--- config.mk ---
export PLATFORM = sky130hd
export DESIGN_NAME = dwc_cfg
export DESIGN_NICKNAME = d
export VERILOG_FILES = /design/src/sv/dwc_pkg.sv /design/src/sv/dwc_cfg.sv
export SDC_FILE = /design/constraint.sdc
export NUM_CORES = 1
export LEC_CHECK = 0
export BUFFER_PORTS_ARGS = -buffer_cell sky130_fd_sc_hd__buf_2
export CORE_UTILIZATION = 42
export DETAILED_ROUTE_END_ITERATION = 7
export PLACE_DENSITY = 0.83
export SLEW_MARGIN = 5
export SYNTH_ARGS = -nofsm -noshare
export SYNTH_HDL_FRONTEND = slang
export SYNTH_SLANG_ARGS = --single-unit
--- constraint.sdc ---
create_clock -name aclk -period 1.1 [get_ports aclk]
set_input_delay 0 -clock aclk [delete_from_list [all_inputs] [get_ports aclk]]
set_output_delay 0 -clock aclk [all_outputs]
set_load 0.02 [all_outputs]
--- src/sv/dwc_pkg.sv ---
// ----------------------------------------------------------------------------
// dwc_pkg
// Shared types and constants of the strided, padded depthwise 1-D convolution.
// ----------------------------------------------------------------------------
package dwc_pkg;

    localparam int MAX_CHANNELS_DEF = 256;
    localparam int MAX_TAPS_DEF     = 32;
    localparam int MAX_FRAMES_DEF   = 4096;

    localparam logic [2:0] REG_CHANNEL_COUNT = 3'd0;
    localparam logic [2:0] REG_TAP_COUNT     = 3'd1;
    localparam logic [2:0] REG_STEP_SIZE     = 3'd2;
    localparam logic [2:0] REG_LEFT_PADDING  = 3'd3;
    localparam logic [2:0] REG_RIGHT_PADDING = 3'd4;

    localparam int ACC_W  = 38;
    localparam int FRAC_W = 14;

    typedef struct packed {
        logic [8:0] channel_count;
        logic [5:0] tap_count;
        logic [5:0] step_size;
        logic [4:0] left_padding;
        logic [4:0] right_padding;
    } cfg_t;

    typedef struct packed {
        logic clr;
        logic mul;
        logic acc;
        logic keep;
    } mac_ctrl_t;

endpackage

--- src/sv/dwc_cfg.sv ---
// ----------------------------------------------------------------------------
// dwc_cfg
// APB register file holding the convolution shape registers.
// ----------------------------------------------------------------------------
module dwc_cfg (
    input  logic              aclk,
    input  logic              aresetn,
    input  logic              psel,
    input  logic              penable,
    input  logic              pwrite,
    input  logic [4:0]        paddr,
    input  logic [31:0]       pwdata,
    output logic [31:0]       prdata,
    output logic              pready,
    output dwc_pkg::cfg_t     cfg
);

    dwc_pkg::cfg_t cfg_reg;
    logic          wr_en;

    assign pready = 1'b1;
    assign wr_en  = psel & penable & pwrite;
    assign cfg    = cfg_reg;

    always_ff @(posedge aclk) begin
        if (!aresetn) begin
            cfg_reg.channel_count <= 9'd1;
            cfg_reg.tap_count     <= 6'd1;
            cfg_reg.step_size     <= 6'd1;
            cfg_reg.left_padding  <= 5'd0;
            cfg_reg.right_padding <= 5'd0;
        end else if (wr_en) begin
            case (paddr[4:2])
                dwc_pkg::REG_CHANNEL_COUNT: cfg_reg.channel_count <= pwdata[8:0];
                dwc_pkg::REG_TAP_COUNT:     cfg_reg.tap_count     <= pwdata[5:0];
                dwc_pkg::REG_STEP_SIZE:     cfg_reg.step_size     <= pwdata[5:0];
                dwc_pkg::REG_LEFT_PADDING:  cfg_reg.left_padding  <= pwdata[4:0];
                dwc_pkg::REG_RIGHT_PADDING: cfg_reg.right_padding <= pwdata[4:0];
                default: ;
            endcase
        end
    end

    always_comb begin
        case (paddr[4:2])
            dwc_pkg::REG_CHANNEL_COUNT: prdata = {23'd0, cfg_reg.channel_count};
            dwc_pkg::REG_TAP_COUNT:     prdata = {26'd0, cfg_reg.tap_count};
            dwc_pkg::REG_STEP_SIZE:     prdata = {26'd0, cfg_reg.step_size};
            dwc_pkg::REG_LEFT_PADDING:  prdata = {27'd0, cfg_reg.left_padding};
            dwc_pkg::REG_RIGHT_PADDING: prdata = {27'd0, cfg_reg.right_padding};
            default:                    prdata = 32'd0;
        endcase
    end

endmodule

**Word level (Yosys, flattened, before mapping)**

Cells that the tools add are included.
Widths: inputs -> output; s select.

- Bits in registers: 31
- Output and inout bits: 64
- Logic and storage cells: 18

- Equality and inequality tests: 4
- Mux-type cells: 1
- Bitwise operators: 2
- Reduce and logical (&&, ||, !) cells: 6

Operator list:

| kind | count |
|---|---|
| $pmux 9 s5 | 1 |
| $reduce_and 2->1 | 5 |
| $eq 3x2->1 const B | 2 |
| $eq 3x1->1 const B | 1 |
| $eq 3x3->1 const B | 1 |
| $logic_not 3->1 | 1 |
| $and 1x1->1 | 2 |

**Logic depth before layout (Yosys ltp)**

Gate-level depths: netlist (run 1).

- Depth in word-level cells: 3
- Mapped depth: 5

**Worst setup path before layout (run 1)**

No wires, ideal clock.

- Path kind: reg-to-output
- Start: register cfg_reg, in the netlist cfg[10]
- End: output prdata[0]
- Arrival time: 1.046 ns
- Data required time: 1.100 ns
- Setup slack: 0.054 ns
- Cell stages (with the launch flop): 4
- Buffers on the path: 0
- Cells stage by stage: dfxtp_1 -> mux2_2 -> a22oi_1 -> o22ai_1

- Cells in the longest elaborated chain, start to end: 1

RTL lines:

| what | RTL line | source |
|---|---|---|
| from (decl) | dwc_cfg.sv:18 | `dwc_pkg::cfg_t cfg_reg;` |
| $pmux 9 s5 | dwc_cfg.sv:45 | `case (paddr[4:2])` |
| to (decl) | dwc_cfg.sv:13 | `output logic [31:0] prdata,` |

Every way passes these cells.

**Final worst setup path (run 1)**

- Start: register cfg_reg, in the netlist cfg[12]
- End: output prdata[2]

The elaborated chain is that of the path after synthesis.

==> results of run 1 <==
-- synthesized netlist by cell type --
library cell / instances / area (µm²)
and3b_1: 1 / 8.76
nand4b_4: 1 / 23.8
mux2_2: 6 / 67.6
buf_6: 1 / 11.3
nand3b_1: 1 / 7.51
buf_2: 2 / 10.0
inv_1: 1 / 3.75
buf_4: 27 / 203
nor3_1: 2 / 10.0
o22ai_1: 5 / 31.3
nor3b_4: 1 / 18.8
clkbuf_1: 4 / 15.0
and3_1: 1 / 6.26
nor2_2: 1 / 6.26
and2_1: 3 / 18.8
a22oi_1: 8 / 60.1
a21oi_1: 2 / 10.0
nand2_1: 39 / 146
nand4_1: 1 / 6.26
dfxtp_1: 31 / 621
mux2i_1: 31 / 310
nor2_1: 1 / 3.75
nor3_4: 2 / 32.5
a31oi_1: 1 / 6.26
conb_1: 2 / 7.51
nor2b_1: 6 / 37.5
-- worst max-delay path by stage --
stage	startpoint	endpoint	slack (ns)	depth (start not counted)
3_3_place_gp	paddr[2]	prdata[4]	0.007	5
5_1_grt	cfg[13]	prdata[3]	-0.20	4
6_report	cfg[12]	prdata[2]	-0.15	4
4_1_cts	cfg[12]	prdata[2]	-0.16	4
2_1_floorplan	cfg[10]	prdata[0]	0.05	3
3_5_place_dp	paddr[2]	prdata[2]	0.02	5
-- repair_timing --
| action | in CTS | in global routing |
|---|---|---|
| buffers inserted | 7 | 0 |
| hold buffers | 4 | 0 |
| endpoints found under the hold margin | 5 | 0 |
| resized for setup | 22 | 9 |
| pin swaps | 7 | 0 |
| setup endpoints to repair | 6 | 9 |
-- layout make-up --
type / count / area (µm²) / area share [%]
tap: 48 / 60.1 / 2.65
inverter: 1 / 3.75 / 0.165
clock buffer: 6 / 72.6 / 3.20
sequential: 31 / 636 / 28.0
timing repair buffer: 84 / 534 / 23.6
multi-input combinational: 137 / 962 / 42.4
-- worst max-delay path, delay by kind of cell, from the launching register on --
| family | cells | cell delay (ns) |
|---|---|---|
| muxes | 1 | 0.27 |
| buffers and inverters | 1 | 0.16 |
| DFF | 1 | 0.32 |
| AOI/OAI and AO/OA | 2 | 0.21 |
-- stage by stage --
step	utilization, %	instance area (µm²)
finish	60.6	2270
global route	60.6	2270
CTS	59.6	2230
detailed placement	53.7	2010
global placement	53.7	2010
floorplan	-	1770
-- routing by layer --
layer  track usage [%]  wire length [µm]
met4              6.52                55
met3              6.94               257
met2              34.3              1960
met5                 0                 0
met1              23.9              1730
-- cell families (layout without fill, tap and decap cells) --
family | Yosys count | count (layout)
multiplexers | 37 | 37
AND/OR/NAND/NOR | 60 | 60
AO/OA/AOI/OAI | 16 | 16
buffers and inverters | 35 | 91
other | 2 | 24
flip-flops | 31 | 31
-- power groups by stage --
stage	registers [W]	logic, W	clock network (W)
final	0.00114	0.000326	0.000806
after global routing	0.00114	0.000352	0.000887
after CTS	0.00114	0.000320	0.000835
after detailed placement	0.00116	0.000297	0
after global placement	0.00116	0.000294	0
after floorplan	0.00117	0.000260	0
==> flow_metrics.env, run 1 <==
export IMPL_status="complete, but fails checks"
export IMPL_violations="negative setup slack"
export IMPL_via_count=1490
export IMPL_r2r_start="cfg[10]"
export IMPL_ir_worst_vdd_uv=798
export IMPL_synth_fa_ha_area_share_pct=0
export IMPL_min_from="pwdata[5]"
export IMPL_cp_data_arrival_time_ns=1.25
export IMPL_path_max_fanout=3
export IMPL_start_util_pct=45.0
export IMPL_instances_no_fill=307
export IMPL_clk_latency_ns=0.28
export IMPL_drv_cap=0
export IMPL_dp_hpwl_mm=2.87
export IMPL_gp_congestion=0.737
export IMPL_endpoint_kind="primary output"
export IMPL_drtAntennaViolNets=0
export IMPL_port_buffers=56
export IMPL_hp_class="in -> reg"
export IMPL_grt_max_degree=42
export IMPL_setup_viol=6
export IMPL_final_cell_mix="buf_2 (52), nand2_1 (38), mux2i_1 (31)"
export IMPL_via_per_inst=4.85
export IMPL_r2r_end="cfg[10]"
export IMPL_rsz0062_at_grt="true"
export IMPL_antenna_found_initial=0
export IMPL_pin_count=106
export IMPL_seqPwrFrac_pct=50.1
export IMPL_grt_pass1_wl_mm=6.58
export IMPL_row_count=22
export IMPL_wl_mm=4.00
export IMPL_first_global_vias=1421
export IMPL_numCtsBuffers=5
export IMPL_syn_to_final_growth_pct=34.8
export IMPL_syn_inst=181
export IMPL_avgSynthCellArea_um2=9.30
export IMPL_htree_levels=2
export IMPL_die_h_um=65.3
export IMPL_synth_top_family_by_area="multiplexers"
export IMPL_wl_per_cell_um=13.0
export IMPL_synth_compound_area_share_pct=6.39
export IMPL_synthDistinctLibCells=26
export IMPL_synth_xor_area_share_pct=0
export IMPL_final_hold_viol_count=0
export IMPL_die_w_um=65.3
export IMPL_power_frac_comb_pct=14.4
export IMPL_finClkSkew_ns=0
export IMPL_slew_violations=0
export IMPL_power_leakage_nw=1.03
export IMPL_cts_root_buf="clkbuf_8"
export IMPL_dp_slack_ns=0.0234
export IMPL_crit_path_start_kind="flip-flop"
export IMPL_cp_data_required_time_ns=1.10
export IMPL_layout_min_cycle_time_ns=1.25
export IMPL_holdWs_ns=0.0432
export IMPL_largest_reg_flops=31
export IMPL_drcViolationCount=0
export IMPL_nNetsFinal=302
export IMPL_crit_type="reg -> out"
export IMPL_cts_num_sinks=31
export IMPL_dp_cells=290
export IMPL_reg2reg_depth=3
export IMPL_final_common_cell="buf_2"
export IMPL_dieArea_um2=4260
export IMPL_synth_seq_area_share_pct=36.9
export IMPL_ys_warn_count=0
export IMPL_hold_end="cfg[21]"
export IMPL_r2r_slack_ns=0.37
export IMPL_p_total_w=0.00227
export IMPL_drive_above_1_share_pct=45.9
export IMPL_fin_setup_tns_ns=-0.729
export IMPL_cp_cell_sequence="mux2_4, a22oi_2, o22ai_1, buf_2"
export IMPL_synth_area_um2=1680
export IMPL_holdPathStages=3
export IMPL_grt_total_usage_pct=20.3
export IMPL_fill_cells=338
export IMPL_synth_mux_area_share_pct=22.5
export IMPL_fmax_mhz=799
export IMPL_fin_ws_ns=-0.152
export IMPL_drtIter0Drc=35
export IMPL_ctsLongestPathBuffers=2
export IMPL_synthSimpleGateAreaFrac_pct=19.4
export IMPL_p_per_area_nw_per_um2=1000
export IMPL_n_antenna_cell=0
export IMPL_period_share_pct=114
export IMPL_p_sw_share_pct=26.8
export IMPL_core_area_um2=3740
export IMPL_tritoncts="built"
export IMPL_overflow=0
export IMPL_cpPeakStageDelay_ns=0.32
export IMPL_slowest_stage="dfxtp_2"
export IMPL_power_share_clock_pct=35.5
export IMPL_cts_clk_slew_worst_paths_ns=0.06
export IMPL_firstDrtPassIters=4
export IMPL_p_int_w=0.00166
export IMPL_ys_seq_elements=31
export IMPL_power_switching_w=0.000608
No activity file was read; power rests on OpenSTA's default activity.
==> inputs of run 2 (changes only) <==
--- a/config.mk
+++ b/config.mk
@@ -6,9 +6,11 @@
 export NUM_CORES = 1
 export LEC_CHECK = 0
 export BUFFER_PORTS_ARGS = -buffer_cell sky130_fd_sc_hd__buf_2
-export CORE_UTILIZATION = 42
+export CELL_PAD_IN_SITES_DETAIL_PLACEMENT = 0
+export CELL_PAD_IN_SITES_GLOBAL_PLACEMENT = 2
+export CORE_UTILIZATION = 23
 export DETAILED_ROUTE_END_ITERATION = 7
-export PLACE_DENSITY = 0.83
+export PLACE_DENSITY = 0.84
 export SLEW_MARGIN = 5
 export SYNTH_ARGS = -nofsm -noshare
 export SYNTH_HDL_FRONTEND = slang
==> constraint.sdc (replaced) <==
create_clock -name aclk -period 1.3 [get_ports aclk]
set_input_delay 0 -clock aclk [delete_from_list [all_inputs] [get_ports aclk]]
set_output_delay 0 -clock aclk [all_outputs]
set_load 0.02 [all_outputs]
==> run 2 against run 1 <==
Net effect: the flow now finishes without violations; count of clock-buffer cells in the layout did not move; hold slack got worse by 0.0061 ns; sequential share of layout area rose by 0.079 points; critical path depth did not move; first-iteration DRC count rose by 80%; clock skew did not move; sequential power fell by 16%; highest routed layer unchanged; total power fell by 12%; final cell count rose by 13%; global-route usage fell by 8.7 points; combinational power fell by 17%.
==> flow_metrics.env, run 2 (synthesis gave the netlist of run 1 again) <==
export IMPL_ir_worst_vdd_uv=351
export IMPL_crit_type="reg -> out"
export IMPL_status="completed"
export IMPL_cts_root_buf="clkbuf_8"
export IMPL_core_area_um2=6940
export IMPL_overflow=0
export IMPL_drcViolationCount=0
export IMPL_rsz0062_at_grt="true"
export IMPL_slowest_stage="dfxtp_2"
export IMPL_tritoncts="built"
export IMPL_cts_num_sinks=31
export IMPL_cpPeakStageDelay_ns=0.33
export IMPL_crit_path_start_kind="flip-flop"
export IMPL_nNetsFinal=294
export IMPL_syn_to_final_growth_pct=32.6
export IMPL_n_antenna_cell=0
export IMPL_dp_hpwl_mm=3.24
export IMPL_place_area_um2=2060
export IMPL_grtUsageMet1_pct=15.5
export IMPL_finClkSkew_ns=0
export IMPL_clk_latency_ns=0.28
export IMPL_path_max_fanout=3
export IMPL_seqPwrFrac_pct=48.1
export IMPL_drv_cap=0
export IMPL_setup_viol=0
export IMPL_grt_total_usage_pct=11.6
export IMPL_wl_per_cell_um=12.6
export IMPL_power_frac_comb_pct=13.5
export IMPL_drive_above_1_share_pct=39.7
export IMPL_p_total_w=0.00200
export IMPL_design_area_um2=2230
export IMPL_final_common_cell="buf_2"
export IMPL_via_per_inst=4.06
export IMPL_fin_setup_tns_ns=0
export IMPL_p_per_area_nw_per_um2=898
export IMPL_final_cell_mix="buf_2 (52), nand2_1 (39), mux2i_1 (31)"
export IMPL_cp_data_arrival_time_ns=1.27
export IMPL_cp_cell_sequence="mux2_2, a22oi_2, o22ai_1, buf_2"
export IMPL_die_w_um=87.5
export IMPL_endpoint_kind="primary output"
export IMPL_pin_count=106
export IMPL_row_count=30
export IMPL_cp_data_required_time_ns=1.30
export IMPL_slew_violations=0
export IMPL_dieArea_um2=7660
export IMPL_grt_max_degree=23
export IMPL_cts_clk_slew_worst_paths_ns=0.06
export IMPL_p_int_w=0.00146
export IMPL_layout_min_cycle_time_ns=1.27
export IMPL_busiest_layer="met2"
export IMPL_htree_levels=2
export IMPL_gr_usage_met3_pct=3.02
export IMPL_r2r_slack_ns=0.65
export IMPL_power_leakage_nw=0.988
export IMPL_port_buffers=56
export IMPL_start_util_pct=24.2
export IMPL_holdWs_ns=0.0371
export IMPL_ctsLongestPathBuffers=2
export IMPL_grt_pass1_wl_mm=6.66
export IMPL_power_share_clock_pct=38.5
export IMPL_drtIter0Drc=63
export IMPL_period_share_pct=97.8
export IMPL_first_global_vias=1262
export IMPL_antenna_found_initial=0
export IMPL_p_sw_share_pct=27.1
export IMPL_firstDrtPassIters=4
export IMPL_gp_congestion=0.736
export IMPL_die_h_um=87.5
export IMPL_wl_mm=4.38
export IMPL_fmax_mhz=786
export IMPL_hp_class="in -> reg"
export IMPL_grtUsageMet2_pct=18.4
export IMPL_via_count=1412
export IMPL_drtAntennaViolNets=0
export IMPL_postCtsSetupBuffers=0
export IMPL_power_switching_w=0.000543
export IMPL_final_hold_viol_count=0
export IMPL_numCtsBuffers=5
export IMPL_largest_reg_flops=31
## run 2: worst paths after layout
check | start | endpoint | depth (start not counted)
max | cfg[5] | prdata[0] | 4
min | pwdata[5] | cfg[21] | 3
max reg2reg | cfg[16] | cfg[16] | 2
min reg2reg | cfg[21] | cfg[21] | 2
## run 2: critical path, delay by kind of cell (launching register included)
kind | cells | cell delay, ns
multiplexers | 1 | 0.27
AO/OA/AOI/OAI | 2 | 0.22
buffers and inverters | 1 | 0.17
flip-flops | 1 | 0.33
## run 2: repair_timing
item | in CTS | in global routing
pin swaps | 3 | 4
hold buffers | 4 | 0
endpoints found under the hold margin | 4 | 0
setup endpoints to repair | 3 | 5
gates resized for setup | 4 | 10
## run 2: layout make-up
class	instances	area, µm²
clock buffer	6	82.6
multi-input combinational	137	930
tap	96	120
inverter	1	3.75
fill	783	4710
timing repair buffer	76	463
sequential	31	627
clock inverter	1	5.00
## run 2: metal layers
metal  part of all wire, %  wire (µm)
met3                   5.5        243
met2                    48       2090
met5                     0          0
met1                    46       2000
met4                   1.1         47
## run 2: power by group through the flow
stage	sequential (W)	clock, W	combinational, W
after CTS	0.000962	0.000791	0.000267
after global routing	0.000963	0.000833	0.000295
after floorplan	0.000991	0	0.000220
after detailed placement	0.000984	0	0.000256
after global placement	0.000983	0	0.000255
final	0.000962	0.000770	0.000270
## run 2: through the flow
stage	utilization, %	setup slack [ns]	cells
global placement	29.7	0.0832	337
floorplan	-	0.254	203
finish	32.1	0.0281	348
CTS	31.7	-0.00503	348
detailed placement	29.7	0.0856	337
global route	32.1	-0.0306	348
