[src/sv/dwc_div.sv]
// ----------------------------------------------------------------------------
// dwc_div
// Restoring divider, one quotient bit per cycle, 6-bit divisor.
// ----------------------------------------------------------------------------
module dwc_div #(
    parameter int NW = 20
) (
    input  logic          aclk,
    input  logic          aresetn,
    input  logic          start,
    input  logic [NW-1:0] dividend,
    input  logic [5:0]    divisor,
    output logic          done,
    output logic [NW-1:0] quotient,
    output logic [5:0]    remainder
);

    localparam int CNTW = $clog2(NW + 1);

    logic [NW-1:0]   quo_reg, quo_next;
    logic [5:0]      rem_reg, rem_next;
    logic [5:0]      dvs_reg;
    logic [CNTW-1:0] cnt_reg;
    logic            busy_reg, done_reg;
    logic [6:0]      trial;

    assign trial = {rem_reg, quo_reg[NW-1]};

    always_comb begin
        quo_next = {quo_reg[NW-2:0], 1'b0};
        rem_next = trial[5:0];
        if (trial >= {1'b0, dvs_reg}) begin
            quo_next[0] = 1'b1;
            rem_next    = 6'(trial - {1'b0, dvs_reg});
        end
    end

    always_ff @(posedge aclk) begin
        if (!aresetn) begin
            busy_reg <= 1'b0;
            done_reg <= 1'b0;
            cnt_reg  <= '0;
        end else begin
            done_reg <= 1'b0;
            if (start) begin
                busy_reg <= 1'b1;
                cnt_reg  <= CNTW'(NW);
            end else if (busy_reg) begin
                cnt_reg <= cnt_reg - 1'b1;
                if (cnt_reg == CNTW'(1)) begin
                    busy_reg <= 1'b0;
                    done_reg <= 1'b1;
                end
            end
        end
    end

    always_ff @(posedge aclk) begin
        if (start) begin
            quo_reg <= dividend;
            rem_reg <= '0;
            dvs_reg <= divisor;
        end else if (busy_reg) begin
            quo_reg <= quo_next;
            rem_reg <= rem_next;
        end
    end

    assign done      = done_reg;
    assign quotient  = quo_reg;
    assign remainder = rem_reg;

endmodule

[config.mk]
export PLATFORM = sky130hd
export DESIGN_NAME = dwc_div
export DESIGN_NICKNAME = d
export VERILOG_FILES = /design/src/sv/dwc_div.sv
export SDC_FILE = /design/constraint.sdc
export NUM_CORES = 1
export LEC_CHECK = 0
export BUFFER_PORTS_ARGS = -buffer_cell sky130_fd_sc_hd__clkbuf_2
export CAP_MARGIN = 30
export CORE_AREA = 2 2 91 93
export DETAILED_ROUTE_END_ITERATION = 7
export DIE_AREA = 0 0 93 95
export GPL_TIMING_DRIVEN = 1
export MAX_ROUTING_LAYER = met4
export SYNTH_ARGS = -nofsm -noshare
export SYNTH_HDL_FRONTEND = slang
export SYNTH_SLANG_ARGS = --single-unit
[constraint.sdc]
create_clock -name aclk -period 1.9 [get_ports aclk]
set_input_delay 0.38 -clock aclk [delete_from_list [all_inputs] [get_ports aclk]]
set_output_delay 0.38 -clock aclk [all_outputs]
set_load 0.05 [all_outputs]
# Yosys cells after proc, flatten, opt, wreduce, memory -nomap -nowiden
# Index checks and enable logic that the tools add are counted.
# W data, S select, Z words.
op_classes:
  n_reduce_logical: 3
  bitwise: 2
  mux: 10
  order_cmp: 1
  eq_ne: 1
  addsub: 2
op_table:
  columns: ["op", "count"]
  rows:
  - ["$mux W20", 2]
  - ["$mux W5", 2]
  - ["$ge A7 B6 Y1", 1]
  - ["$mux W6", 1]
  - ["$sub A6 B6 Y6", 1]
  - ["$eq A5 B1 Y1 const B", 1]
  - ["$mux W1", 5]
  - ["$sub A5 B1 Y5 const B", 1]
  - ["$reduce_or A3 Y1", 1]
  - ["$not A1 Y1", 2]
  - ["$reduce_bool A2 Y1", 1]
  - ["$reduce_or A2 Y1", 1]
word_totals:
  word_cells: 26
  register_bits: 39
  out_inout_bits: 27

# Logic depth before layout (Yosys ltp)
# Gate-level depths: netlist (run 1).
logic_depth:
  ltp_word: 4
  mapped_depth: 8
  ltp_nobuf: 8

# Worst setup path before layout (run 1)
# Ideal clock, no wire load.
synth_path:
  path_type: "register -> register"
  startpoint: "register rem_reg[3] (netlist: remainder[3])"
  endpoint: "register quo_reg[0] (netlist: quotient[0]), data pin"
  path_slack_ns: -0.328
  path_buffers: 0
  path_stages_with_launch: 6
  required_ns: 1.638
  arrival_ns: 1.966
  cell_sequence: "dfxtp_1 ha_1 a21o_1 a211oi_4 o31ai_4 mux2_1"
synth_between:
  elab_chain_cells: 4
synth_lines:
  columns: ["element", "line", "text"]
  rows:
  - ["start, declared", "21", "logic [5:0] rem_reg, rem_next;"]
  - ["start signal, assigned", "65", "rem_reg <= rem_next;"]
  - ["$ge A7 B6 Y1", "32", "if (trial >= {1'b0, dvs_reg}) begin"]
  - ["$mux W1", "32", null]
  - ["$mux W20", "63", "end else if (busy_reg) begin"]
  - ["$mux W20", "59", "if (start) begin"]
  - ["end signal, assigned", "60", "quo_reg <= dividend;"]
  - ["end signal, assigned", "64", "quo_reg <= quo_next;"]
  - ["end, declared", "20", "logic [NW-1:0] quo_reg, quo_next;"]
# No other way between the ends. The select of a mux whose other input is x is not followed.
# A chain may end at the register's enable or synchronous reset.

# Worst setup path in the final report (run 1)
layout_path:
  startpoint: "register quo_reg[19] (netlist: quotient[19])"
  endpoint: "register quo_reg[0] (netlist: quotient[0]), data pin"
layout_between:
  elab_chain_cells: 4
layout_lines:
  columns: ["element", "line"]
  rows:
  - ["$ge A7 B6 Y1", "32"]
  - ["$mux W1", "32"]
  - ["$mux W20", "63"]
  - ["$mux W20", "59"]
# No other way between the ends. The select of a mux whose other input is x is not followed.

==> impl_metrics.py, run 1 <==
metrics = {
    "timing": {
        "slew_violations": 0,
        "finalHoldViolations": 0,
        "rsz_0062_raised_after_global_routing": "yes",
        "period_needed_ns": 1.88,
        "max_slew_margin_pct": 67.3,
        "period_share_pct": 98.7,
        "actual_transition_at_the_worst_max_transition_pin_ns": 0.491,
        "timing.clock.skew_ns": 0.0150,
        "setup_violation_total_in_the_final_timing_report": 0,
        "max_freq_mhz": 533,
    },
    "floorplan": {
        "initial_utilization_pct": 24.4,
        "design.core.area_um2": 7930,
        "row_count": 33,
        "die_area_um2": 8840,
        "die_height_um": 95,
        "fp.dieW_um": 93,
        "ios": 56,
    },
    "setup_path": {
        "crit_path_max_fanout": 5,
        "worst_path_arrival_ns": 1.91,
        "timing.critical_path.from_type": "flop",
        "timing.setup.critical_path_class": "reg2reg",
        "cp-end-kind": "flop",
        "critical_path_required_ns": 1.94,
    },
    "clock_network": {
        "clock_latency_ns": 0.29,
        "cts_inserted_buffers": 5,
        "cts_htree_levels": 2,
        "clkSinkCount": 39,
        "cts_clock_pin_slew_for_the_worst_setup_and_hold_paths_ns": 0.09,
        "cts_tree": "built",
        "cts_buffer_depth": 2,
        "clock_tree.root_cell": "sky130_fd_sc_hd__clkbuf_8",
    },
    "logic_synthesis": {
        "mappedNetlistArea_um2": 1940,
        "synth_edf_count": 26,
        "syn_inst": 148,
        "synthArstFlopShare_pct": 0,
        "synth_warn": 0,
        "dominantRegCellSynth": "sky130_fd_sc_hd__edfxtp_1",
        "synth_nets": 186,
        "synthesis.area_per_instance_um2": 13.1,
        "sequential_element_share_of_the_synthesized_area_pct": 53.8,
        "post_synth_num_cell_types": 38,
        "synth_seq_cells": 39,
    },
    "power": {
        "worst_ir_drop_vdd_mv": 0.332,
        "power.density_cell_area_nw_per_um2": 935,
        "p_leak_nw": 1.10,
    },
    "route": {
        "drt.antenna.violating_nets": 0,
        "drt_drc_violations_left": 0,
        "via_count": 1379,
        "finalWirelength_mm": 3.99,
        "initialDrtViolationCount": 37,
        "routedWlPerCell_um": 12.2,
        "firstDrtPassIters": 4,
        "mean_number_of_vias_per_cell": 4.20,
    },
    "place": {
        "place_congestion": 0.764,
        "buffer_ports.inserted": 55,
        "detailed_place_hpwl_mm": 3.04,
        "placed_cells": 314,
    },
    "global_route": {
        "track_usage_pct": 9.76,
        "grt_pass1_vias": 1360,
        "grt_remaining_overflow": 0,
        "grt_max_degree": 21,
        "grt_first_pass_wirelength_mm": 6.53,
        "number_of_antenna_violations_at_the_first_check_in_global_routing": 0,
    },
    "cells_and_area": {
        "stdcell_count": 328,
        "fill_cells": 831,
        "synthToLayoutAreaGrowth_pct": 34.5,
        "insertedDiodeCount": 0,
        "finish.net_count": 260,
        "final_common_cell": "sky130_fd_sc_hd__clkbuf_2",
        "largest_register_ffs": 20,
        "mostFrequentLayoutCells": "55 x sky130_fd_sc_hd__clkbuf_2, 26 x sky130_fd_sc_hd__edfxtp_1, 20 x sky130_fd_sc_hd__mux2_2, 16 x sky130_fd_sc_hd__buf_4, 11 x sky130_fd_sc_hd__nor2_1",
        "layout_cell_share_with_drive_strength_beyond_1_pct": 55.2,
        "post-route-util_pct": 32.8,
    },
    "run": {
        "number_of_maximum_capacitance_violations": 0,
    },
    "min_path": {
        "min-delay-path-class": "in2reg",
    },
    "status": {
        "outcome": "completed",
    },
}
[what timing repair did]
action / CTS / global route
setup buffers: 1 / 4
cloned: 1 / 0
resized for setup: 0 / 6
hold buffers: 0 / 0
pin swaps: 1 / 6
endpoints found under the setup margin: 1 / 7
[routing by layer]
layer | GRT usage (%) | wire, um | part of all wire [%] | vias to the layer above
met5 | - | 0 | 0 | -
met4 | 3.43 | 34 | 0.85 | 0
met3 | 3.35 | 257 | 6.4 | 4
met2 | 14.5 | 1840 | 46 | 40
met1 | 12.4 | 1870 | 47 | 647
li1 | - | - | - | 688
[worst paths after layout]
kind	start	endpoint	slack (ns)	depth (start not counted)
hold / removal	divisor[0]	dvs_reg[0]	0.25	1
hold reg to reg	remainder[2]	remainder[2]	0.50	2
setup reg to reg	quotient[19]	quotient[0]	0.02	6
setup / recovery	quotient[19]	quotient[0]	0.02	6
[Yosys cell counts, drive strengths merged (2+ instances only)]
cell / instances / area (um^2)
inv: 12 / 45.0
ha: 8 / 100
nand2: 3 / 11.3
o21a: 3 / 22.5
nor2b: 2 / 12.5
a21o: 2 / 15.0
edfxtp: 26 / 781
mux2: 21 / 236
a211oi: 7 / 75.1
o21ai: 2 / 10.0
a21oi: 3 / 15.0
mux2i: 3 / 30.0
nor3: 4 / 20.0
dfxtp: 13 / 260
buf: 5 / 41.3
nand2b: 2 / 12.5
nor2: 11 / 41.3
xor2: 3 / 26.3
xnor2: 4 / 35.0
[metrics by stage]
step	worst slack, ns	total power [mW]	TNS (ns)	hold WS, ns	area, um^2
3_3_place_gp	0.0270	1.77	0	0.483	2420
2_1_floorplan	-0.104	1.60	-0.277	0.479	1980
5_1_grt	-0.0408	2.56	-0.174	0.243	2600
6_report	0.0240	2.43	0	0.255	2600
4_1_cts	0.0167	2.44	0	0.244	2550
3_5_place_dp	0.00405	1.78	0	0.487	2420
[cell families (layout without fill, tap and decap cells)]
| kind of cell | Yosys count | count (layout) | synth area share (%) |
|---|---|---|---|
| AOI/OAI and AO/OA | 24 | 25 | 10.9 |
| muxes | 24 | 24 | 13.8 |
| and+or+nand+nor | 28 | 28 | 7.69 |
| xor gates and xnor gates | 7 | 7 | 3.17 |
| DFF | 39 | 39 | 53.8 |
| buffers and inverters | 17 | 91 | 4.46 |
| adders and majority gates | 9 | 9 | 6.21 |
[worst max-delay path, cell delays in order (launching register included)]
cell and delay [ns]:
sky130_fd_sc_hd__edfxtp_1 0.45, sky130_fd_sc_hd__inv_2 0.09, sky130_fd_sc_hd__ha_4 0.19, sky130_fd_sc_hd__nand2b_4 0.14
sky130_fd_sc_hd__a211oi_4 0.32, sky130_fd_sc_hd__o31ai_4 0.14, sky130_fd_sc_hd__mux2_4 0.29
[power breakdown]
part / switching [mW] / internal [mW]
combinational: 0.454 / 0.289
clock: 0.295 / 0.340
sequential: 0.0538 / 1.00
[final cells by class]
type / instances / area [um^2] / area share, %
Timing Repair Buffer: 71 / 395 / 15.2
Clock inverter: 1 / 6.26 / 0.240
Tap cell: 105 / 131 / 5.05
Multi-Input combinational cell: 93 / 878 / 33.7
Inverter: 12 / 45.0 / 1.73
Clock buffer: 7 / 97.6 / 3.75
Sequential cell: 39 / 1050 / 40.3
No activity file was read; power rests on OpenSTA's default activity.
==> inputs of run 2 (changes only) <==
==> constraint.sdc (replaced) <==
create_clock -name aclk -period 1.9 [get_ports aclk]
set_input_delay 0.095 -clock aclk [delete_from_list [all_inputs] [get_ports aclk]]
set_output_delay 0.095 -clock aclk [all_outputs]
set_load 0.05 [all_outputs]
==> run 2 against run 1 <==
  * Clock skew fell by 0.012 ns
  * Routed wire length rose by 3.3%
  * Highest routed layer unchanged
  * Register-to-register slack barely moved
  * Flip-flop and latch count did not move
  * Count of clock-buffer cells in the layout did not move
  * Critical path type unchanged
  * Non-clock buffer count rose by 5
  * Via count rose by 5.4%
  * Final cell count rose by 1.5%
  * Core utilization rose by 1.1 points
  * Sequential power barely moved
==> impl_metrics.py, run 2 (synthesized netlist as in run 1, its figures left out) <==
metrics = {
    "status": {
        "outcome": "completed",
    },
    "cells_and_area": {
        "mostFrequentLayoutCells": "55 x sky130_fd_sc_hd__clkbuf_2, 26 x sky130_fd_sc_hd__edfxtp_1, 20 x sky130_fd_sc_hd__mux2_2, 14 x sky130_fd_sc_hd__buf_4, 11 x sky130_fd_sc_hd__nor2_1",
        "design_area_um2": 2690,
        "insertedDiodeCount": 0,
        "post-route-util_pct": 34.0,
        "largest_register_ffs": 20,
        "finish.net_count": 265,
        "synthToLayoutAreaGrowth_pct": 39.1,
        "final_common_cell": "sky130_fd_sc_hd__clkbuf_2",
        "layout_cell_share_with_drive_strength_beyond_1_pct": 53.9,
    },
    "clock_network": {
        "cts_inserted_buffers": 5,
        "clkSinkCount": 39,
        "cts_tree": "built",
        "cts_clock_pin_slew_for_the_worst_setup_and_hold_paths_ns": 0.08,
        "clock_latency_ns": 0.29,
        "clock_tree.root_cell": "sky130_fd_sc_hd__clkbuf_8",
        "cts_htree_levels": 2,
        "cts_buffer_depth": 2,
    },
    "timing": {
        "period_needed_ns": 1.86,
        "rsz_0062_raised_after_global_routing": "yes",
        "actual_transition_at_the_worst_max_transition_pin_ns": 0.481,
        "period_share_pct": 98.1,
        "max_slew_margin_pct": 68.0,
        "max_freq_mhz": 537,
        "setup_violation_total_in_the_final_timing_report": 0,
        "finalHoldViolations": 0,
        "timing.clock.skew_ns": 0.00288,
        "slew_violations": 0,
        "layout_setup_ws_ns": 0.0365,
    },
    "setup_path": {
        "cp-end-kind": "flop",
        "worstPathBufferInverterCount": 1,
        "critical-path-slowest-cell": "sky130_fd_sc_hd__edfxtp_1",
        "timing.critical_path.from_type": "flop",
        "worstPathCellList": "inv_2 > ha_4 > a21o_1 > a211oi_4 > o31ai_4 > mux2_4",
        "crit_path_max_fanout": 5,
        "worst_path_arrival_ns": 1.90,
        "worst_path_largest_cell_delay_ns": 0.38,
        "timing.setup.critical_path_class": "reg2reg",
        "critical_path_required_ns": 1.94,
        "delay_heaviest_family_cp": "compound AO/OA/AOI/OAI gates",
    },
    "place": {
        "place_congestion": 0.794,
        "placedInstanceArea_um2": 2430,
        "buffer_ports.inserted": 55,
        "place_worst_setup_slack_ns": -0.00335,
        "detailed_place_hpwl_mm": 2.96,
    },
    "route": {
        "drt.antenna.violating_nets": 0,
        "finalWirelength_mm": 4.13,
        "drt_drc_violations_left": 0,
        "via_count": 1454,
        "routedWlPerCell_um": 12.4,
        "initialDrtViolationCount": 61,
        "firstDrtPassIters": 4,
        "mean_number_of_vias_per_cell": 4.37,
    },
    "floorplan": {
        "fp.dieW_um": 93,
        "die_height_um": 95,
        "initial_utilization_pct": 24.4,
        "die_area_um2": 8840,
        "row_count": 33,
        "design.core.area_um2": 7930,
        "ios": 56,
    },
    "power": {
        "p_int_mw": 1.69,
        "worst_ir_drop_vdd_mv": 0.442,
        "p_sw_uw": 818,
        "sequentialPowerShare_pct": 42.1,
        "clkPwrFrac_pct": 26.6,
        "switching_share_pct": 32.6,
        "power.share.combinational_pct": 31.3,
        "power.density_cell_area_nw_per_um2": 931,
        "p_leak_nw": 1.13,
    },
    "run": {
        "number_of_maximum_capacitance_violations": 0,
    },
    "global_route": {
        "track_usage_pct": 9.96,
        "grt_remaining_overflow": 0,
        "number_of_antenna_violations_at_the_first_check_in_global_routing": 0,
        "grt_pass1_vias": 1395,
        "grt_max_degree": 25,
        "grt_first_pass_wirelength_mm": 6.67,
    },
    "min_path": {
        "min-delay-path-class": "in2reg",
    },
}
-- run 2: changes by cell type in the layout (fill, tap and decap cells not counted), moves of 2 or more --
cell                            delta
sky130_fd_sc_hd__dlygate4sd3_1     +6
sky130_fd_sc_hd__inv_1             +2
sky130_fd_sc_hd__inv_2             -2
sky130_fd_sc_hd__buf_4             -2
-- run 2: what timing repair did --
action,4_1_cts,5_1_grt
gates cloned,1,0
hold endpoints to repair,6,0
gates resized for setup,0,8
setup endpoints to repair,1,7
setup buffers,1,2
pin swaps,1,6
hold buffers,6,0
-- run 2: area by class of cell --
type,instances,area (um^2)
Clock buffer,7,108
Fill cell,834,5240
Inverter,12,45.0
Timing Repair Buffer,76,452
Clock inverter,1,5.00
Tap cell,105,131
Multi-Input combinational cell,93,903
Sequential cell,39,1050
-- run 2: path summary, 6_finish.rpt --
| path | start | to | slack (ns) | depth (start not counted) |
|---|---|---|---|---|
| max | dvs_reg[4] | quotient[0] | 0.04 | 6 |
| min | aresetn | cnt_reg[4] | 0.06 | 2 |
| max reg2reg | dvs_reg[4] | quotient[0] | 0.04 | 6 |
| min reg2reg | remainder[4] | remainder[4] | 0.51 | 2 |
-- run 2: power groups by stage --
stage | logic, mW | registers [mW] | clock network [mW]
after floorplan | 0.323 | 1.27 | 0
after CTS | 0.742 | 1.05 | 0.704
after detailed placement | 0.713 | 1.07 | 0
after global routing | 0.847 | 1.07 | 0.732
after global placement | 0.710 | 1.07 | 0
final | 0.786 | 1.06 | 0.667
-- run 2: through the flow --
| step | setup TNS, ns | power (mW) | cells | hold slack [ns] |
|---|---|---|---|---|
| 2_1_floorplan | -0.277 | 1.60 | 148 | 0.194 |
| 3_3_place_gp | 0 | 1.78 | 315 | 0.277 |
| 3_5_place_dp | -0.00335 | 1.78 | 315 | 0.274 |
| 4_1_cts | 0 | 2.50 | 331 | 0.0449 |
| 5_1_grt | -0.160 | 2.65 | 333 | 0.0565 |
| 6_report | 0 | 2.51 | 333 | 0.0584 |
-- run 2: worst reg2reg max path, delay by kind of cell, from the launching register on --
family | cells | cell delay [ns]
muxes | 1 | 0.29
buffers and inverters | 1 | 0.08
adders and majority gates | 1 | 0.20
DFF | 1 | 0.38
AOI/OAI and AO/OA | 3 | 0.67
-- run 2: layer usage --
metal | vias up | wire length (um) | global-route usage (%)
met1 | 690 | 1880 | 12.6
met4 | 0 | 74 | 3.31
met3 | 9 | 276 | 3.67
li1 | 703 | - | -
met2 | 52 | 1890 | 14.8
met5 | - | 0 | -
