File: config.mk
export PLATFORM = sky130hd
export DESIGN_NAME = dwc_mac
export DESIGN_NICKNAME = d
export VERILOG_FILES = /design/src/sv/dwc_pkg.sv /design/src/sv/dwc_mac.sv
export SDC_FILE = /design/constraint.sdc
export NUM_CORES = 1
export LEC_CHECK = 0
export BUFFER_PORTS_ARGS = -buffer_cell sky130_fd_sc_hd__buf_4
export CAP_MARGIN = 20
export CORE_MARGIN = 4
export CORE_UTILIZATION = 50
export CTS_CLUSTER_SIZE = 40
export DETAILED_ROUTE_END_ITERATION = 10
export PLACE_DENSITY = 0.71
export SYNTH_ARGS = -nofsm -noshare
export SYNTH_HDL_FRONTEND = slang
export SYNTH_SLANG_ARGS = --single-unit
File: constraint.sdc
create_clock -name aclk -period 6.3 [get_ports aclk]
set_input_delay 0 -clock aclk [delete_from_list [all_inputs] [get_ports aclk]]
set_output_delay 0 -clock aclk [all_outputs]
set_load 0.005 [all_outputs]
File: src/sv/dwc_pkg.sv
// ----------------------------------------------------------------------------
// dwc_pkg
// Shared types and constants of the strided, padded depthwise 1-D convolution.
// ----------------------------------------------------------------------------
package dwc_pkg;

    localparam int MAX_CHANNELS_DEF = 256;
    localparam int MAX_TAPS_DEF     = 32;
    localparam int MAX_FRAMES_DEF   = 4096;

    localparam logic [2:0] REG_CHANNEL_COUNT = 3'd0;
    localparam logic [2:0] REG_TAP_COUNT     = 3'd1;
    localparam logic [2:0] REG_STEP_SIZE     = 3'd2;
    localparam logic [2:0] REG_LEFT_PADDING  = 3'd3;
    localparam logic [2:0] REG_RIGHT_PADDING = 3'd4;

    localparam int ACC_W  = 38;
    localparam int FRAC_W = 14;

    typedef struct packed {
        logic [8:0] channel_count;
        logic [5:0] tap_count;
        logic [5:0] step_size;
        logic [4:0] left_padding;
        logic [4:0] right_padding;
    } cfg_t;

    typedef struct packed {
        logic clr;
        logic mul;
        logic acc;
        logic keep;
    } mac_ctrl_t;

endpackage

File: src/sv/dwc_mac.sv
// ----------------------------------------------------------------------------
// dwc_mac
// Shared multiply-accumulate unit with floor shift and 24-bit saturation.
// ----------------------------------------------------------------------------
module dwc_mac (
    input  logic                aclk,
    input  dwc_pkg::mac_ctrl_t  ctrl,
    input  logic signed [15:0]  sample,
    input  logic signed [15:0]  weight,
    output logic signed [23:0]  result
);

    logic signed [31:0]              prod_reg;
    logic signed [dwc_pkg::ACC_W-1:0] acc_reg;
    logic signed [dwc_pkg::ACC_W-1:0] shifted;

    always_ff @(posedge aclk) begin
        if (ctrl.mul) begin
            prod_reg <= ctrl.keep ? sample * weight : 32'sd0;
        end
        if (ctrl.clr) begin
            acc_reg <= '0;
        end else if (ctrl.acc) begin
            acc_reg <= acc_reg + dwc_pkg::ACC_W'(prod_reg);
        end
    end

    assign shifted = acc_reg >>> dwc_pkg::FRAC_W;

    always_comb begin
        if (shifted > dwc_pkg::ACC_W'(8388607)) begin
            result = 24'sh7FFFFF;
        end else if (shifted < -dwc_pkg::ACC_W'(8388608)) begin
            result = 24'sh800000;
        end else begin
            result = shifted[23:0];
        end
    end

endmodule

; Word level (Yosys, flattened, before mapping)
; Index checks and enable logic that the tools add are counted.
[word_totals]
regBits = 70
input_bits = 37
output_inout_bits = 24
elab_cells = 8
[op_classes]
addsub = 1
multipliers = 1
magnitude_cmp = 2
muxes = 2
[ops]
columns = op, count
row1 = 24-bit 2-to-1 mux, 2
row2 = 38-bit by 32-bit adder with 38-bit output, 1
row3 = 16-bit by 16-bit multiplier with 32-bit output, 1
row4 = 24-bit > comparator (second input constant), 1
row5 = 24-bit less-than comparator (second input constant), 1

; Logic depth before layout (Yosys ltp)
; Gate-level depths: netlist (run 1).
[logic_depth]
word_depth = 3
depth_mapped = 24
depth_no_buf = 23

; Least setup slack after synthesis (run 1)
; No wires, ideal clock.
[synth_path]
path_kind = input-to-reg
startpoint = input sample[15]
endpoint = register prod_reg[31], data pin
setup_time_ps = 266
arrival_ps = 5562
required_ps = 6034
slack_ps = 472
path_stages = 19
path_buffers = 1
path_cell_list = clkbuf_1 > nand2_1 > fa_1 > inv_1 > fa_1 > fa_1 > fa_1 > fa_1 > inv_1 > fa_1 > inv_1 > ha_1 > a21o_1 > a21oi_1 > nand3_1 > o21ai_0 > a311oi_2 > o2111ai_1 > or3b_1
[synth_between]
elab_chain_len = 1
[synth_rtl]
columns = item, line
row1 = "start, declared", dwc_mac.sv:8  ; input logic signed [15:0] sample,
row2 = 16-bit by 16-bit multiplier with 32-bit output, dwc_mac.sv:19  ; prod_reg <= ctrl.keep ? sample * weight : 32'sd0;
row3 = "end signal, assigned", dwc_mac.sv:19
row4 = "end, declared", dwc_mac.sv:13  ; logic signed [31:0] prod_reg;
; Every way passes these cells.
; A chain may end at the register's enable or synchronous reset.

; Worst setup path in the final report (run 1)
; Ends and elaborated chain as after synthesis.

==> results.py, run 1 <==
metrics = {
    "run_status": {
        "status": "finished clean",
    },
    "clocking": {
        "cts_made_buffers": 9,
        "cts_resized": 0,
        "cts_hold_buf": 0,
        "cts_root_buf": "clkbuf_16",
        "tritoncts": "yes",
        "clockBufferDepth": 2,
        "cts_max_level": 3,
        "clk_latency_ns": 0.34,
        "postCtsSetupBuffers": 0,
        "clkSlewWorstSetupHoldPaths_ns": 0.06,
        "cts.sinks": 70,
    },
    "logic_synthesis": {
        "yosys_most_used_dff": "dfxtp_1",
        "syn_nets": 2038,
        "synth.avg_cell_area_um2": 9.00,
        "synth.most_common_cell": "inv_1",
        "yosys_warnings": 0,
        "synth_top_area_share": 0.362,
        "yosys-top-cells-area": "fa_1, ha_1, inv_1, edfxtp_1, and2_1",
        "synthTopCellsByCount": "inv_1, fa_1, nand2_1, and2_1, ha_1",
        "synth_edf_count": 32,
        "synth_top_cell_by_area": "fa_1",
        "ys_types": 72,
        "async_reset_ff_frac": 0,
        "synth_area_mm2": 0.0146,
        "ys_seq_elements": 70,
        "yosysSeqAreaShare": 0.118,
        "syn-instance-count": 1619,
    },
    "sta": {
        "finalSetupTns_ns": 0,
        "fin_crit_sh": 0.914,
        "slew_violations": 0,
        "relSlewSlack": 0.575,
        "rsz0062_at_grt": "false",
        "fmax_ghz": 0.174,
        "tightest_slew_ns": 0.638,
        "setup_viol": 0,
        "skew_ns": 0.00650,
        "hold_violations": 0,
        "period_minus_slack_ns": 5.76,
    },
    "die": {
        "dieWidth_um": 179,
        "die_area_mm2": 0.0319,
        "die_height_um": 179,
        "start_util": 0.507,
        "rows": 62,
        "core_mm2": 0.0287,
        "num_io_pins": 61,
    },
    "final_layout": {
        "drive_gt1_frac": 0.0614,
        "n_antenna_cell": 0,
        "finalNetCount": 2043,
        "largest_register_ffs": 38,
        "syn_to_final_growth_pct": 7.30,
        "nFillCells": 2619,
    },
    "setup_path": {
        "cpMaxStageDelayCell": "fa_1",
        "worstPathMaxFanout": 16,
        "crit_top_cell": "fa_1",
        "r2r_start": "prod_reg[16]",
        "crit_start": "sample[15]",
        "crit_end": "prod_reg[31]",
        "r2r_slack_ns": 3.51,
        "start_kind": "input pin",
        "required_ns": 6.38,
        "endpoint_kind": "flip-flop",
        "max_stage_delay_ns": 0.58,
        "worstPathArrival_ns": 5.84,
        "cp_cell_sequence": "buf_4 > and2_1 > fa_1 > inv_1 > fa_1 > inv_1 > fa_1 > fa_1 > fa_1 > inv_1 > fa_1 > inv_1 > ha_1 > nand3_1 > nor3_1 > nand3_1 > a31o_2 > a311oi_2 > nor4_1 > or3b_1",
        "r2r_end": "acc_reg[37]",
        "critical_path_class": "in2reg",
        "r2r_cells": 9,
    },
    "detailed_routing": {
        "wl_per_cell_um": 15.7,
        "wirelength_um": 31600,
        "vias": 10700,
        "via_per_inst": 5.32,
        "antenna_left": 0,
        "route.detailed.drc": 0,
        "drtIter0Drc": 630,
        "first_pass_iters": 5,
    },
    "global_routing": {
        "grt_pass1_wl_um": 55100,
        "track_usage": 0.212,
        "antenna_found_initial": 0,
        "grt-ovfl-total": 0,
        "grt_max_degree": 56,
        "grt_pass1_vias": 11300,
    },
    "flow_run": {
        "cap_violations": 0,
    },
    "placement": {
        "hpwl_um": 26100,
        "numPortBuffers": 60,
        "routabilityCongestion": 0.922,
    },
    "hold_path": {
        "min-delay-path-class": "in2reg",
    },
}
-- cell families after synthesis --
| logic type | after synthesis | share of synthesized area |
|---|---|---|
| AO/OA/AOI/OAI | 206 | 0.0987 |
| XOR/XNOR | 54 | 0.0325 |
| adder cells (fa/ha/maj) | 382 | 0.464 |
| buffers and inverters | 411 | 0.106 |
| flip-flops | 70 | 0.118 |
| multiplexers | 21 | 0.0145 |
| AND/OR/NAND/NOR | 475 | 0.166 |
-- routing by layer --
layer,wire length [um],track usage,vias up
li1,-,-,5067
met1,14500,0.299,5287
met2,14900,0.354,307
met3,1740,0.0240,45
met4,439,0.0476,0
met5,0,0,-
-- stage by stage --
stage,instances,hold slack [ns],worst slack [ns],area [um2],utilization
after floorplan,1619,0.112,0.472,14600,-
after global placement,1997,0.430,0.293,15300,0.532
after detailed placement,1997,0.432,0.186,15300,0.532
after CTS,2013,0.116,0.527,15600,0.544
after global routing,2013,0.128,0.145,15600,0.544
final,2013,0.107,0.540,15600,0.544
-- critical path: cells and delay by family --
kind	cells	cell delay (ns)
buffers and inverters	5	0.48
adder cells (fa/ha/maj)	7	3.50
AND/OR/NAND/NOR	6	1.20
AO/OA/AOI/OAI	2	0.66
-- cells in the final DEF (no fill, tap or decap), types with 3 or more instances in the layout --
| master | count |
|---|---|
| nor3_1 | 10 |
| edfxtp_1 | 32 |
| nor3b_1 | 3 |
| fa_1 | 263 |
| o22ai_1 | 5 |
| nor2b_1 | 6 |
| buf_4 | 67 |
| mux2i_1 | 20 |
| xnor2_1 | 34 |
| xor2_1 | 20 |
| a211o_1 | 5 |
| o211ai_1 | 6 |
| nand2_1 | 156 |
| nor2_1 | 71 |
| and3_1 | 8 |
| nor4b_1 | 3 |
| o31ai_1 | 5 |
| o311ai_1 | 4 |
| o2111ai_1 | 3 |
| clkbuf_16 | 9 |
| nand4_1 | 6 |
| dfxtp_1 | 38 |
| nand3b_1 | 6 |
| a21oi_1 | 50 |
| and2_1 | 148 |
| o21a_1 | 10 |
| inv_1 | 337 |
| o21ai_0 | 19 |
| nand3_1 | 20 |
| a211oi_1 | 11 |
| a21o_1 | 23 |
| nor4_1 | 3 |
| o21ai_1 | 15 |
| o21bai_1 | 12 |
| bufinv_16 | 4 |
| nand2b_1 | 20 |
| and4_1 | 5 |
| ha_1 | 119 |
| or3_1 | 3 |
| a31oi_1 | 10 |
-- area by class of cell --
type,count,area (um2),share of cell area
clock buffers,9,225,0.0144
clock inverters,7,136,0.00873
inverters,338,1270,0.0812
multi-input cells,1138,11300,0.723
flip-flops and latches,70,1720,0.110
well taps,384,480,0.0307
repair buffers,67,503,0.0322
-- how the worst min path moves through the flow --
stage / start / to / slack (ns) / cells past startpoint
floorplan: ctrl[2] / prod_reg[0] / 0.11 / 0
global placement: acc_reg[37] / result[23] / 0.43 / 1
detailed placement: acc_reg[37] / result[23] / 0.43 / 1
CTS: ctrl[2] / prod_reg[4] / 0.12 / 1
global route: ctrl[2] / prod_reg[4] / 0.13 / 1
finish: ctrl[2] / prod_reg[4] / 0.11 / 1
Power of run 1 is left out: the tool's default activity adds up to more than one toggle a clock period on the data nets, which glitch-free logic cannot reach.
==> run 2: changes to the inputs <==
--- a/config.mk
+++ b/config.mk
@@ -7,11 +7,14 @@
 export LEC_CHECK = 0
 export BUFFER_PORTS_ARGS = -buffer_cell sky130_fd_sc_hd__buf_4
 export CAP_MARGIN = 20
+export CELL_PAD_IN_SITES_DETAIL_PLACEMENT = 1
+export CELL_PAD_IN_SITES_GLOBAL_PLACEMENT = 2
 export CORE_MARGIN = 4
-export CORE_UTILIZATION = 50
+export CORE_UTILIZATION = 41
 export CTS_CLUSTER_SIZE = 40
 export DETAILED_ROUTE_END_ITERATION = 10
-export PLACE_DENSITY = 0.71
+export PLACE_DENSITY = 0.87
+export RECOVER_POWER = 50
 export SYNTH_ARGS = -nofsm -noshare
 export SYNTH_HDL_FRONTEND = slang
 export SYNTH_SLANG_ARGS = --single-unit
==> run 2 against run 1 <==
Against the previous run:
- the flow now finishes with violations (max-capacitance violations, max-slew violations)
- clock-buffer cell count did not move
- via count fell by 0.79%
- first-iteration DRC count fell by 38%
- final area fell by 0.26%
- fmax fell by 1.0%
- final cell count rose by 3.3%
- worst setup slack got worse by 0.058 ns
- register-to-register slack got worse by 0.09 ns
- critical endpoint unchanged
==> results.py, run 2 (synthesis gave the netlist of run 1 again) <==
metrics = {
    "run_status": {
        "status": "finished with violations",
        "violations": "max-capacitance violations, max-slew violations",
    },
    "setup_path": {
        "start_kind": "input pin",
        "r2r_start": "prod_reg[0]",
        "endpoint_kind": "flip-flop",
        "worstPathMaxFanout": 16,
        "worstPathArrival_ns": 5.90,
        "r2r_end": "acc_reg[22]",
        "critical_path_class": "in2reg",
        "crit_start": "weight[1]",
        "r2r_cells": 11,
        "r2r_slack_ns": 3.42,
        "required_ns": 6.38,
    },
    "clocking": {
        "cts_resized": 0,
        "cts_max_level": 3,
        "clkSlewWorstSetupHoldPaths_ns": 0.06,
        "cts_made_buffers": 9,
        "clk_latency_ns": 0.34,
        "clockBufferDepth": 2,
        "cts_root_buf": "clkbuf_16",
        "tritoncts": "yes",
        "cts.sinks": 70,
        "cts_hold_buf": 0,
        "postCtsSetupBuffers": 0,
    },
    "placement": {
        "numPortBuffers": 60,
        "hpwl_um": 30700,
        "routabilityCongestion": 0.874,
        "dp_cells": 2064,
        "place_ws_ns": 0.107,
    },
    "hold_path": {
        "worst_hold_path.endpoint": "acc_reg[28]",
        "hp-start": "ctrl[3]",
        "min-delay-path-class": "in2reg",
        "holdPathStages": 2,
    },
    "sta": {
        "finalSetupTns_ns": 0,
        "tightest_slew_ns": 1.65,
        "worst_slack_ns": 0.481,
        "skew_ns": 0.00586,
        "fmax_ghz": 0.172,
        "hold_violations": 0,
        "period_minus_slack_ns": 5.82,
        "fin_crit_sh": 0.924,
        "slew_violations": 33,
        "setup_viol": 0,
        "relSlewSlack": -0.101,
        "rsz0062_at_grt": "false",
    },
    "die": {
        "die_area_mm2": 0.0386,
        "rows": 68,
        "start_util": 0.419,
        "core_mm2": 0.0348,
        "num_io_pins": 61,
        "dieWidth_um": 196,
        "die_height_um": 196,
    },
    "detailed_routing": {
        "wl_per_cell_um": 17.2,
        "via_per_inst": 5.11,
        "wirelength_um": 35900,
        "antenna_left": 0,
        "first_pass_iters": 4,
        "route.detailed.drc": 0,
        "drtIter0Drc": 388,
        "vias": 10600,
    },
    "final_layout": {
        "finalNetCount": 2039,
        "final_cells": 2080,
        "nFillCells": 4058,
        "syn_to_final_growth_pct": 7.03,
        "mostFrequentLayoutCell": "inv_1",
        "drive_gt1_frac": 0.0542,
        "largest_register_ffs": 38,
        "n_antenna_cell": 0,
        "layout_common_cells": "inv_1, fa_1, nand2_1",
    },
    "global_routing": {
        "track_usage": 0.194,
        "grt_pass1_vias": 12100,
        "antenna_found_initial": 0,
        "grt_pass1_wl_um": 62000,
        "grt_max_degree": 56,
        "grt-ovfl-total": 0,
    },
    "flow_run": {
        "cap_violations": 1,
    },
}
[run 2: changes by cell type in the layout (fill, tap and decap cells not counted)]
| cell | before | now |
|---|---|---|
| clkbuf_1 | 0 | 6 |
| buf_1 | 0 | 1 |
| clkinv_1 | 2 | 3 |
| and2_0 | 0 | 1 |
| clkbuf_4 | 0 | 19 |
| bufinv_16 | 4 | 1 |
| and2_1 | 148 | 147 |
| clkinv_2 | 1 | 2 |
| inv_6 | 0 | 1 |
| buf_4 | 67 | 37 |
[run 2: per-stage QoR]
| step | util | instance area, um2 | hold slack (ns) |
|---|---|---|---|
| after global placement | 0.440 | 15300 | 0.428 |
| after floorplan | - | 14600 | 0.112 |
| after global routing | 0.448 | 15600 | 0.145 |
| final | 0.448 | 15600 | 0.127 |
| after CTS | 0.449 | 15600 | 0.115 |
| after detailed placement | 0.440 | 15300 | 0.431 |
[run 2: worst max-delay path by stage]
stage                   endpoint  slack, ns  depth (start not counted)
floorplan           prod_reg[31]       0.47                         19
global placement    prod_reg[31]       0.25                         20
detailed placement  prod_reg[31]       0.11                         21
CTS                 prod_reg[31]       0.47                         21
global route        prod_reg[31]       0.10                         21
finish              prod_reg[31]       0.48                         21
[run 2: critical path, cell delays in order]
cell	delay (ns)
buf_4	0.17
nand2_1	0.13
inv_1	0.10
fa_1	0.57
inv_1	0.15
fa_1	0.55
inv_1	0.05
fa_1	0.52
fa_1	0.44
fa_1	0.54
inv_1	0.05
fa_1	0.53
inv_1	0.05
ha_1	0.33
nand3_1	0.14
nor3_1	0.26
nand3_1	0.14
a31o_2	0.33
a311oi_2	0.34
nor4_1	0.10
or3b_1	0.39
[run 2: cell type report]
class | count | area, um2 | area share
multi-input combinational | 1138 | 11300 | 0.724
tap | 455 | 569 | 0.0365
timing repair buffer | 63 | 447 | 0.0287
clock buffer | 9 | 225 | 0.0144
sequential | 70 | 1720 | 0.110
clock inverter | 7 | 63.8 | 0.00409
inverter | 338 | 1270 | 0.0814
[run 2: metal layers]
| metal | global-route usage | wire [um] |
|---|---|---|
| met1 | 0.272 | 17100 |
| met4 | 0.0305 | 371 |
| met3 | 0.0185 | 1000 |
| met5 | 0 | 0 |
| met2 | 0.337 | 17300 |
Power of run 2 is left out for the same reason.
==> run 3: changes to the inputs <==
==> constraint.sdc (replaced) <==
create_clock -name aclk -period 6.2 [get_ports aclk]
set_input_delay 0 -clock aclk [delete_from_list [all_inputs] [get_ports aclk]]
set_output_delay 0 -clock aclk [all_outputs]
set_load 0.005 [all_outputs]
==> run 3 against run 2 <==
Against the previous run:
- the run still ends with max-capacitance violations, max-slew violations left
- clock-buffer cell count grew 1
- sequential share of layout area is essentially flat
- core utilization hardly changed
- register-to-register slack worse by 0.11 ns
- routed wire length grew 0.67%
- critical path depth down 1
- worst setup slack got worse by 0.055 ns
- global-route usage about the same
- final cell count is essentially flat
- critical endpoint unchanged
==> results.py, run 3 (synthesis gave the netlist of run 1 again) <==
metrics = {
    "run_status": {
        "status": "finished with violations",
        "violations": "max-capacitance violations, max-slew violations",
    },
    "sta": {
        "finalSetupTns_ns": 0,
        "rsz0062_at_grt": "false",
        "fmax_ghz": 0.173,
        "setup_viol": 0,
        "relSlewSlack": -0.103,
        "slew_violations": 33,
        "skew_ns": 0.00839,
        "tightest_slew_ns": 1.65,
        "period_minus_slack_ns": 5.77,
        "hold_violations": 0,
        "fin_crit_sh": 0.931,
    },
    "final_layout": {
        "mostFrequentLayoutCell": "inv_1",
        "layout_common_cells": "inv_1, fa_1, nand2_1",
        "multi_input_area_mm2": 0.0113,
        "n_antenna_cell": 0,
        "syn_to_final_growth_pct": 6.98,
        "final_cells": 2081,
        "drive_gt1_frac": 0.0566,
        "nFillCells": 4041,
        "largest_register_ffs": 38,
        "ff_latch_area_mm2": 0.00172,
        "finalNetCount": 2041,
    },
    "setup_path": {
        "worstPathArrival_ns": 5.85,
        "critical_path_class": "in2reg",
        "crit_top_cell": "fa_1",
        "worstPathMaxFanout": 16,
        "endpoint_kind": "flip-flop",
        "critPathBufInv": 5,
        "r2r_slack_ns": 3.31,
        "required_ns": 6.27,
        "max_stage_delay_ns": 0.59,
        "cp_top_family": "adder cells",
        "start_kind": "input pin",
        "cp_cell_sequence": "buf_4 > and2_1 > fa_1 > inv_1 > fa_1 > inv_1 > fa_1 > fa_1 > fa_1 > inv_1 > fa_1 > inv_1 > ha_1 > nand3_1 > nor3_1 > nand3_1 > a31o_2 > a311oi_2 > nor4_1 > or3b_1",
        "cpMaxStageDelayCell": "fa_1",
    },
    "die": {
        "num_io_pins": 61,
        "die_height_um": 196,
        "dieWidth_um": 196,
        "rows": 68,
        "die_area_mm2": 0.0386,
        "start_util": 0.419,
        "core_mm2": 0.0348,
    },
    "global_routing": {
        "grt_pass1_wl_um": 61900,
        "grt_pass1_vias": 12100,
        "antenna_found_initial": 0,
        "grt-ovfl-total": 0,
        "grt_max_degree": 56,
        "track_usage": 0.194,
    },
    "detailed_routing": {
        "wirelength_um": 36100,
        "vias": 10700,
        "via_per_inst": 5.12,
        "route.detailed.drc": 0,
        "first_pass_iters": 4,
        "antenna_left": 0,
        "drtIter0Drc": 324,
        "wl_per_cell_um": 17.3,
    },
    "flow_run": {
        "cap_violations": 1,
    },
    "placement": {
        "hpwl_um": 30800,
        "routabilityCongestion": 0.875,
        "dp_cells": 2066,
        "numPortBuffers": 60,
    },
    "clocking": {
        "cts_max_level": 3,
        "cts_hold_buf": 0,
        "cts_made_buffers": 9,
        "clkSlewWorstSetupHoldPaths_ns": 0.05,
        "tritoncts": "yes",
        "clockBufferDepth": 2,
        "cts_root_buf": "clkbuf_16",
        "clk_latency_ns": 0.34,
        "cts.sinks": 70,
        "postCtsSetupBuffers": 0,
        "cts_resized": 0,
    },
    "hold_path": {
        "min-delay-path-class": "in2reg",
    },
}
-- run 3: cell types whose count changed in the layout (fill, tap and decap cells not counted) --
cell	change
buf_1	-1
buf_4	+2
bufinv_16	-1
clkbuf_1	-1
clkbuf_4	+3
clkinv_1	-1
clkinv_2	+1
clkinv_4	+1
clkinvlp_4	-1
inv_6	-1
-- run 3: per-stage QoR --
step	hold slack (ns)	util	cell area [um2]	setup WS, ns
after floorplan	0.112	-	14600	0.372
after global placement	0.429	0.441	15300	0.244
after detailed placement	0.438	0.441	15300	0.0671
after CTS	0.108	0.448	15600	0.434
after global routing	0.141	0.448	15600	0.0610
final	0.129	0.448	15600	0.426
-- run 3: cell type report --
class                           instances  area share
Sequential cell                        70       0.110
Clock inverter                          5     0.00177
Tap cell                              455      0.0365
Clock buffer                           10      0.0147
Timing Repair Buffer                   65      0.0304
Multi-Input combinational cell       1138       0.725
Inverter                              338      0.0814
-- run 3: worst paths after layout --
kind | start | end | depth (start not counted)
min | weight[0] | prod_reg[0] | 2
max reg2reg | prod_reg[0] | acc_reg[22] | 11
max | sample[15] | prod_reg[31] | 20
min reg2reg | acc_reg[36] | acc_reg[36] | 2
-- run 3: per-layer routing --
metal / track usage / up-vias / part of all wire
li1: - / 5044 / -
met1: 0.272 / 5462 / 0.48
met2: 0.336 / 140 / 0.49
met3: 0.0168 / 19 / 0.024
met4: 0.0300 / 0 / 0.0095
met5: 0 / - / 0
Power of run 3 is left out for the same reason.
